## src/rtl/hc_pkg.sv

```systemverilog
package hc_pkg;

  localparam int WORD_W    = 32;
  localparam int IDX_W     = 9;
  localparam int CNT_W     = 10;
  localparam int EXP_W     = 11;
  localparam int POS_W     = 5;
  localparam int BLK_IDX_W = 4;

  localparam int TABLE_DEPTH = 512;
  localparam int BLOCK_WORDS = 16;

  localparam logic [EXP_W-1:0] EXP_FIRST    = 11'd16;
  localparam logic [EXP_W-1:0] EXP_P_FIRST  = 11'd256;
  localparam logic [EXP_W-1:0] EXP_LAST     = 11'd1279;
  localparam logic [CNT_W-1:0] WARM_LAST    = 10'd1023;
  localparam logic [CNT_W-1:0] BLK_LAST     = 10'd15;
  localparam logic [POS_W-1:0] POS_EMPTY    = 5'd16;

  localparam logic       OP_INIT = 1'b0;
  localparam logic       OP_DATA = 1'b1;

  localparam logic [1:0] CFG_KEY_LOW  = 2'd0;
  localparam logic [1:0] CFG_KEY_HIGH = 2'd1;
  localparam logic [1:0] CFG_IV_LOW   = 2'd2;
  localparam logic [1:0] CFG_IV_HIGH  = 2'd3;

  typedef struct packed {
    logic              we;
    logic              sel_q;
    logic [IDX_W-1:0]  addr;
    logic [WORD_W-1:0] data;
  } exp_wr_t;

  typedef struct packed {
    logic start;
    logic replace;
    logic clear;
  } step_req_t;

  typedef struct packed {
    logic              done;
    logic [WORD_W-1:0] out;
  } step_rsp_t;

endpackage

```

## src/rtl/hc_kexp.sv

```systemverilog
module hc_kexp import hc_pkg::*; (
  input  logic          clk,
  input  logic          rst_n,
  input  logic          start,
  input  logic [63:0]   key_low,
  input  logic [63:0]   key_high,
  input  logic [63:0]   iv_low,
  input  logic [63:0]   iv_high,
  output exp_wr_t       wr,
  output logic          done
);

  logic [WORD_W-1:0] win_r [16];
  logic [EXP_W-1:0]  i_r;
  logic              busy_r;
  logic              done_r;
  logic [WORD_W-1:0] w_new;
  logic [EXP_W-1:0]  addr_full;

  function automatic logic [WORD_W-1:0] rotr(input logic [WORD_W-1:0] x, input int n);
    rotr = (x >> n) | (x << (WORD_W - n));
  endfunction

  always_comb begin
    w_new = (rotr(win_r[14], 17) ^ rotr(win_r[14], 19) ^ (win_r[14] >> 10))
          + win_r[9]
          + (rotr(win_r[1], 7) ^ rotr(win_r[1], 18) ^ (win_r[1] >> 3))
          + win_r[0]
          + {{(WORD_W-EXP_W){1'b0}}, i_r};
    addr_full = i_r - EXP_P_FIRST;
    wr.we    = busy_r && (i_r >= EXP_P_FIRST);
    wr.sel_q = i_r[EXP_W-1:IDX_W] != 2'b00 && i_r >= 11'd768;
    wr.addr  = addr_full[IDX_W-1:0];
    wr.data  = w_new;
  end

  always_ff @(posedge clk) begin
    if (!rst_n) begin
      busy_r <= 1'b0;
      done_r <= 1'b0;
      i_r    <= EXP_FIRST;
    end else begin
      done_r <= 1'b0;
      if (start) begin
        busy_r <= 1'b1;
        i_r    <= EXP_FIRST;
        for (int k = 0; k < 2; k++) begin
          win_r[4*k+0] <= key_low[31:0];
          win_r[4*k+1] <= key_low[63:32];
          win_r[4*k+2] <= key_high[31:0];
          win_r[4*k+3] <= key_high[63:32];
          win_r[4*k+8] <= iv_low[31:0];
          win_r[4*k+9] <= iv_low[63:32];
          win_r[4*k+10] <= iv_high[31:0];
          win_r[4*k+11] <= iv_high[63:32];
        end
      end else if (busy_r) begin
        for (int k = 0; k < 15; k++) begin
          win_r[k] <= win_r[k+1];
        end
        win_r[15] <= w_new;
        i_r       <= i_r + 11'd1;
        if (i_r == EXP_LAST) begin
          busy_r <= 1'b0;
          done_r <= 1'b1;
        end
      end
    end
  end

  assign done = done_r;

endmodule

```

## config.mk

```make
export PLATFORM = sky130hd
export DESIGN_NAME = hc_kexp
export DESIGN_NICKNAME = d
export VERILOG_FILES = /design/src/rtl/hc_pkg.sv /design/src/rtl/hc_kexp.sv
export SDC_FILE = /design/constraint.sdc
export NUM_CORES = 1
export LEC_CHECK = 0
export BUFFER_PORTS_ARGS = -buffer_cell sky130_fd_sc_hd__buf_4
export CORE_MARGIN = 4
export CORE_UTILIZATION = 53
export DETAILED_ROUTE_END_ITERATION = 10
export HOLD_SLACK_MARGIN = 0.06
export MAX_ROUTING_LAYER = met4
export PLACE_DENSITY_LB_ADDON = 0.1
export SYNTH_ARGS = -nofsm -noshare
export SYNTH_HDL_FRONTEND = slang
export SYNTH_SLANG_ARGS = --single-unit
```

## constraint.sdc

```tcl
create_clock -name clk -period 11.85 [get_ports clk]
set_input_delay 0 -clock clk [delete_from_list [all_inputs] [get_ports clk]]
set_output_delay 0 -clock clk [all_outputs]
set_load 0.01 [all_outputs]
```

After elaboration in Yosys (flattened, before gate mapping) --
Memories as Yosys holds them, arrays and structs flattened. Cells that the tools add are included. Widths: inputs -> output; s select.
Cells by class: add/sub/neg operators 6, magnitude comparators 2, equality and inequality tests 1, mux-type cells 27, bitwise logic cells 26, reductions and logical operators 5
Operators with widths (count):
- $mux 32 | 16
- $add 32x32->32 | 3
- $xor 32x32->32 | 2
- $add 32x11->32 | 1
- $or 13x32->32 | 1
- $or 14x32->32 | 1
- $or 15x32->32 | 1
- $or 25x32->32 | 1
- $xor 32x22->32 | 1
- $xor 32x29->32 | 1
- $or 1x1->1 | 16
- $add 11x1->11 const B | 1
- $eq 11x11->1 const B | 1
- $ge 11x10->1 const B | 1
- $ge 11x9->1 const B | 1
- $mux 1 | 11
- $sub 9x9->9 const B | 1
- $reduce_or 3->1 | 1
- $logic_and 1x1->1 | 2
- $not 1->1 | 2
- $reduce_bool 2->1 | 1
- $reduce_or 2->1 | 1
Word-level totals: bits in registers 13, bits in writable memories 512, input bits 259, output and inout port bits 44, memories kept 1
Memories:
- win_r | depth 16, width 32, rd ports 16, clocked after memory_dff 0, write ports 16, line hc_kexp.sv:13 | logic [WORD_W-1:0] win_r [16];

Longest topological paths before layout --
depth in word-level cells 8, gate-level depth with buffers 19, depth with buffers taken out 19

Least setup slack after synthesis --
No wires, ideal clock.
path type register -> register, start point register busy_r, end point memory win_r[0][0], enable pin, library setup time 0.927 ns, arrival time 11.908 ns, slack -0.985 ns, stages on the path, launching flop included 3, period minus slack after synthesis 12.835 ns, cells stage by stage dfxtp_1 clkbuf_1 o21a_1
RTL lines:
- from (decl) | line hc_kexp.sv:15 | logic busy_r;
- from (signal assigned) | line hc_kexp.sv:39 | busy_r <= 1'b0;
- from (signal assigned) | line hc_kexp.sv:45 | busy_r <= 1'b1;
- from (signal assigned) | line hc_kexp.sv:64 | busy_r <= 1'b0;
- to (decl) | line hc_kexp.sv:13

==> results by group <==
Status
  • Status: complete, no violations

Setup path
  • Max FO, Critical Path: 4
  • Worst Path Arrival: 5900 ps
  • Crit path max-delay family: adder cells
  • Critical Path Sink Type: output pin
  • Reg2Reg Depth: 18
  • Critical path depth in cells: 18
  • Buf+Inv Stages, Crit Path: 4
  • Reg2reg start: win_r[14][20]
  • Worst setup path class: reg -> out
  • Crit-path cells: xnor2_1, xnor2_1, fa_1, inv_1, fa_1, fa_1, inv_1, ha_1, inv_1, fa_1, nand2b_1, a21oi_1, o21ai_1, o21ai_0, a31oi_1, o31ai_1, xor2_1, buf_4
  • CP Data Required Time: 11,850 ps
  • CP peak stage delay: roughly 490 ps
  • CP dominant cell by count: fa_1
  • Startpoint Class: register
  • CP max-delay cell: fa_1
  • CP Launch Point: win_r[14][20]

Logic synthesis
  • Yosys top cell area share: 0.598
  • Mapped cell area: 0.0257 mm2
  • Post-synthesis sequential area ratio: 0.608
  • Distinct cells, synth: 52
  • Post-synth EDFFs: roughly 510
  • Syn. warnings: 0
  • Synth Flop Type: edfxtp_1
  • Cells after Synth: 2,154
  • Synth area leaders: edfxtp_1, nand2_1, a22o_1
  • Syn Nets: 2,539
  • Ys async rst share: 0
  • Syn Area/Cell: between 10 and 15 um2
  • Yosys reg bits: ~530
  • Synth area leader: edfxtp_1

Cells and area
  • Most common cell after layout, fill and taps aside: nand2_1
  • Layout cell share with drive strength beyond 1: 0.149
  • Non-filler cells, final: around 3,300
  • Layout area overhead: 27.6%
  • Filler Cell Count: ~3,400
  • Nets@finish: a little over 3,000
  • Commonest cells after routing, fill and taps aside: nand2_1, edfxtp_1, buf_4, dlygate4sd3_1, a22o_1
  • Post-Route Utilization: 0.686
  • Post-route cell area: roughly 0.033 mm2

Timing
  • Skew final: between 20 and 25 ps
  • Post-layout min period: 5900 ps
  • Max-slew violations: 0
  • Setup Viol. Count Final: 0
  • RSZ-0062 raised after global routing: no
  • Fmax: between 0.15 and 0.2 GHz
  • TNS Setup: 0 ps
  • Max-slew headroom: 0.254
  • Final Cycle Share: 0.498
  • Slew @ Worst Pin: approximately 1100 ps
  • Final hold viol count: 0

Global route
  • Antenna violations before repair: 3
  • Vias in the first global route: ~19,000
  • Largest net degree at the start of global routing: 196
  • First-pass GRT wire length: about 120,000 um
  • Remaining global-route overflow: 0
  • Global router's overall resource usage: 0.305

Floorplan
  • Row cnt: 80
  • Io pins: around 300
  • Core ar.: about 0.048 mm2
  • Die W: approximately 230 um
  • Starting Density: 0.538
  • Die height: 228 um
  • Die Area: 0.0521 mm2

Pwr
  • Leakage: 0.0134 uW
  • Pwr dens: between 200 and 250 mW/mm2
  • Total chip power: between 6000 and 7000 uW
  • Max VDD drop: 0.000173 V

CTS
  • H-tree depth: 2
  • Skew-Pair Late Insertion Delay: between 600 and 700 ps
  • Sink Count: 525
  • CTS tree: built
  • Worst-path clk slew: 60 ps
  • CTS Buf Count: 54
  • Clk Tree Root Cell: clkbuf_16
  • Clock buffer depth: 3

Route
  • # DRC: 0
  • Vias: roughly 19,000
  • Drt wl/cell: around 24 um
  • Pre-Repair DR Iteration Count: 7
  • Final wirelength: slightly below 80,000 um
  • Initial DRC Count: a little under 2,000
  • Vias per inst: about 5.6
  • Number of routed nets with antenna violations: 0

Place
  • Cell count after placement: about 3,000
  • Gpl congestion: 0.970
  • Final HPWL DP: roughly 54,000 um
  • Port-buffer cells: 302
  • Post-Place Cell Area: between 0.02 and 0.03 mm2

Min path
  • Hold path startpoint: key_high[30]
  • Hold Crit Depth: 4
  • Worst hold path class: in -> reg

Run
  • Max-Cap Viols: 0
cells by family (layout without fill, tap and decap cells):
family	after synthesis	count (layout)	synth area share
AO/OA/AOI/OAI	326	326	0.101
XOR/XNOR	154	154	0.0524
adder cells (fa/ha/maj)	126	126	0.0823
buffers and inverters	169	724	0.0259
flip-flops	525	525	0.608
multiplexers	3	3	0.00117
other	0	1	0
AND/OR/NAND/NOR	851	851	0.129
metrics by stage:
step / worst slack (ps) / hold WS (ps)
3_5_place_dp: 6380 / 286
5_1_grt: 5650 / 217
6_report: 5950 / 229
4_1_cts: 5860 / 190
2_1_floorplan: 4320 / 114
3_3_place_gp: 6440 / 284
worst paths after layout:
kind | endpoint | slack [ps]
max reg2reg | win_r[15][31] | 6420
min | win_r[6][30] | 230
min reg2reg | win_r[6][14] | 500
max | wr[31] | 5950
worst reg2reg max path, stage by stage (launching register included):
cell and delay (ps):
edfxtp_1 480, xnor2_1 300, xnor2_1 130, fa_1 490
inv_1 50, fa_1 490, fa_1 420, inv_1 80
ha_1 160, inv_1 60, fa_1 450, nand2b_1 200
a21oi_1 230, o21ai_1 170, o21ai_0 250, a31oi_1 320
o31ai_1 400, xor2_1 410, a22o_1 210
cell type report:
type / count / area (um2) / area share
sequential: 525 / 15600 / 0.477
multi-input combinational: 1460 / 9440 / 0.288
timing repair buffer: 572 / 4970 / 0.151
clock buffer: 62 / 1400 / 0.0428
tap: 615 / 769 / 0.0235
clock inverter: 40 / 398 / 0.0121
inverter: 50 / 188 / 0.00572
antenna: 1 / 2.50 / 0.0000763
synthesized netlist by cell type (2+ instances only):
cell / instances
nand2_1: 771
edfxtp_1: 512
a22o_1: 218
xnor2_1: 123
clkbuf_1: 104
fa_1: 72
ha_1: 54
inv_1: 50
a21oi_1: 33
xor2_1: 31
nor2_1: 29
o21ai_0: 23
dfxtp_1: 13
a21o_1: 9
nand4_1: 9
buf_4: 8
nor2b_1: 7
nor3_1: 7
a211oi_1: 6
and3_1: 6
o21a_1: 6
buf_1: 5
nand2b_1: 5
nand3_1: 5
o21bai_1: 5
or3_1: 5
o31ai_1: 4
mux2i_1: 3
o211ai_1: 3
o21ai_1: 3
a31oi_1: 2
and2_1: 2
o22ai_1: 2
registers in the layout, indices dropped and copies added, names as in the netlist:
name and count:
busy_r 1, done 1, i_r 11, win_r 512
layer usage:
metal	global-route usage	routed length [um]
met1	0.426	33800
met2	0.462	36000
met3	0.0656	6290
met4	0.0758	2160
met5	-	0
power breakdown:
group,switching [uW],leakage (uW),internal [uW]
clock,738,0.000876,1010
combinational,1700,0.00748,1150
sequential,71.3,0.00506,2200
total,2500,0.0134,4350
repair_timing:
action                                 4_1_cts  5_1_grt
endpoints found under the hold margin      523        0
resized for setup                            0        0
buffers inserted                             0        0
hold buffers                               259        0
No activity file was read; power rests on OpenSTA's default activity.
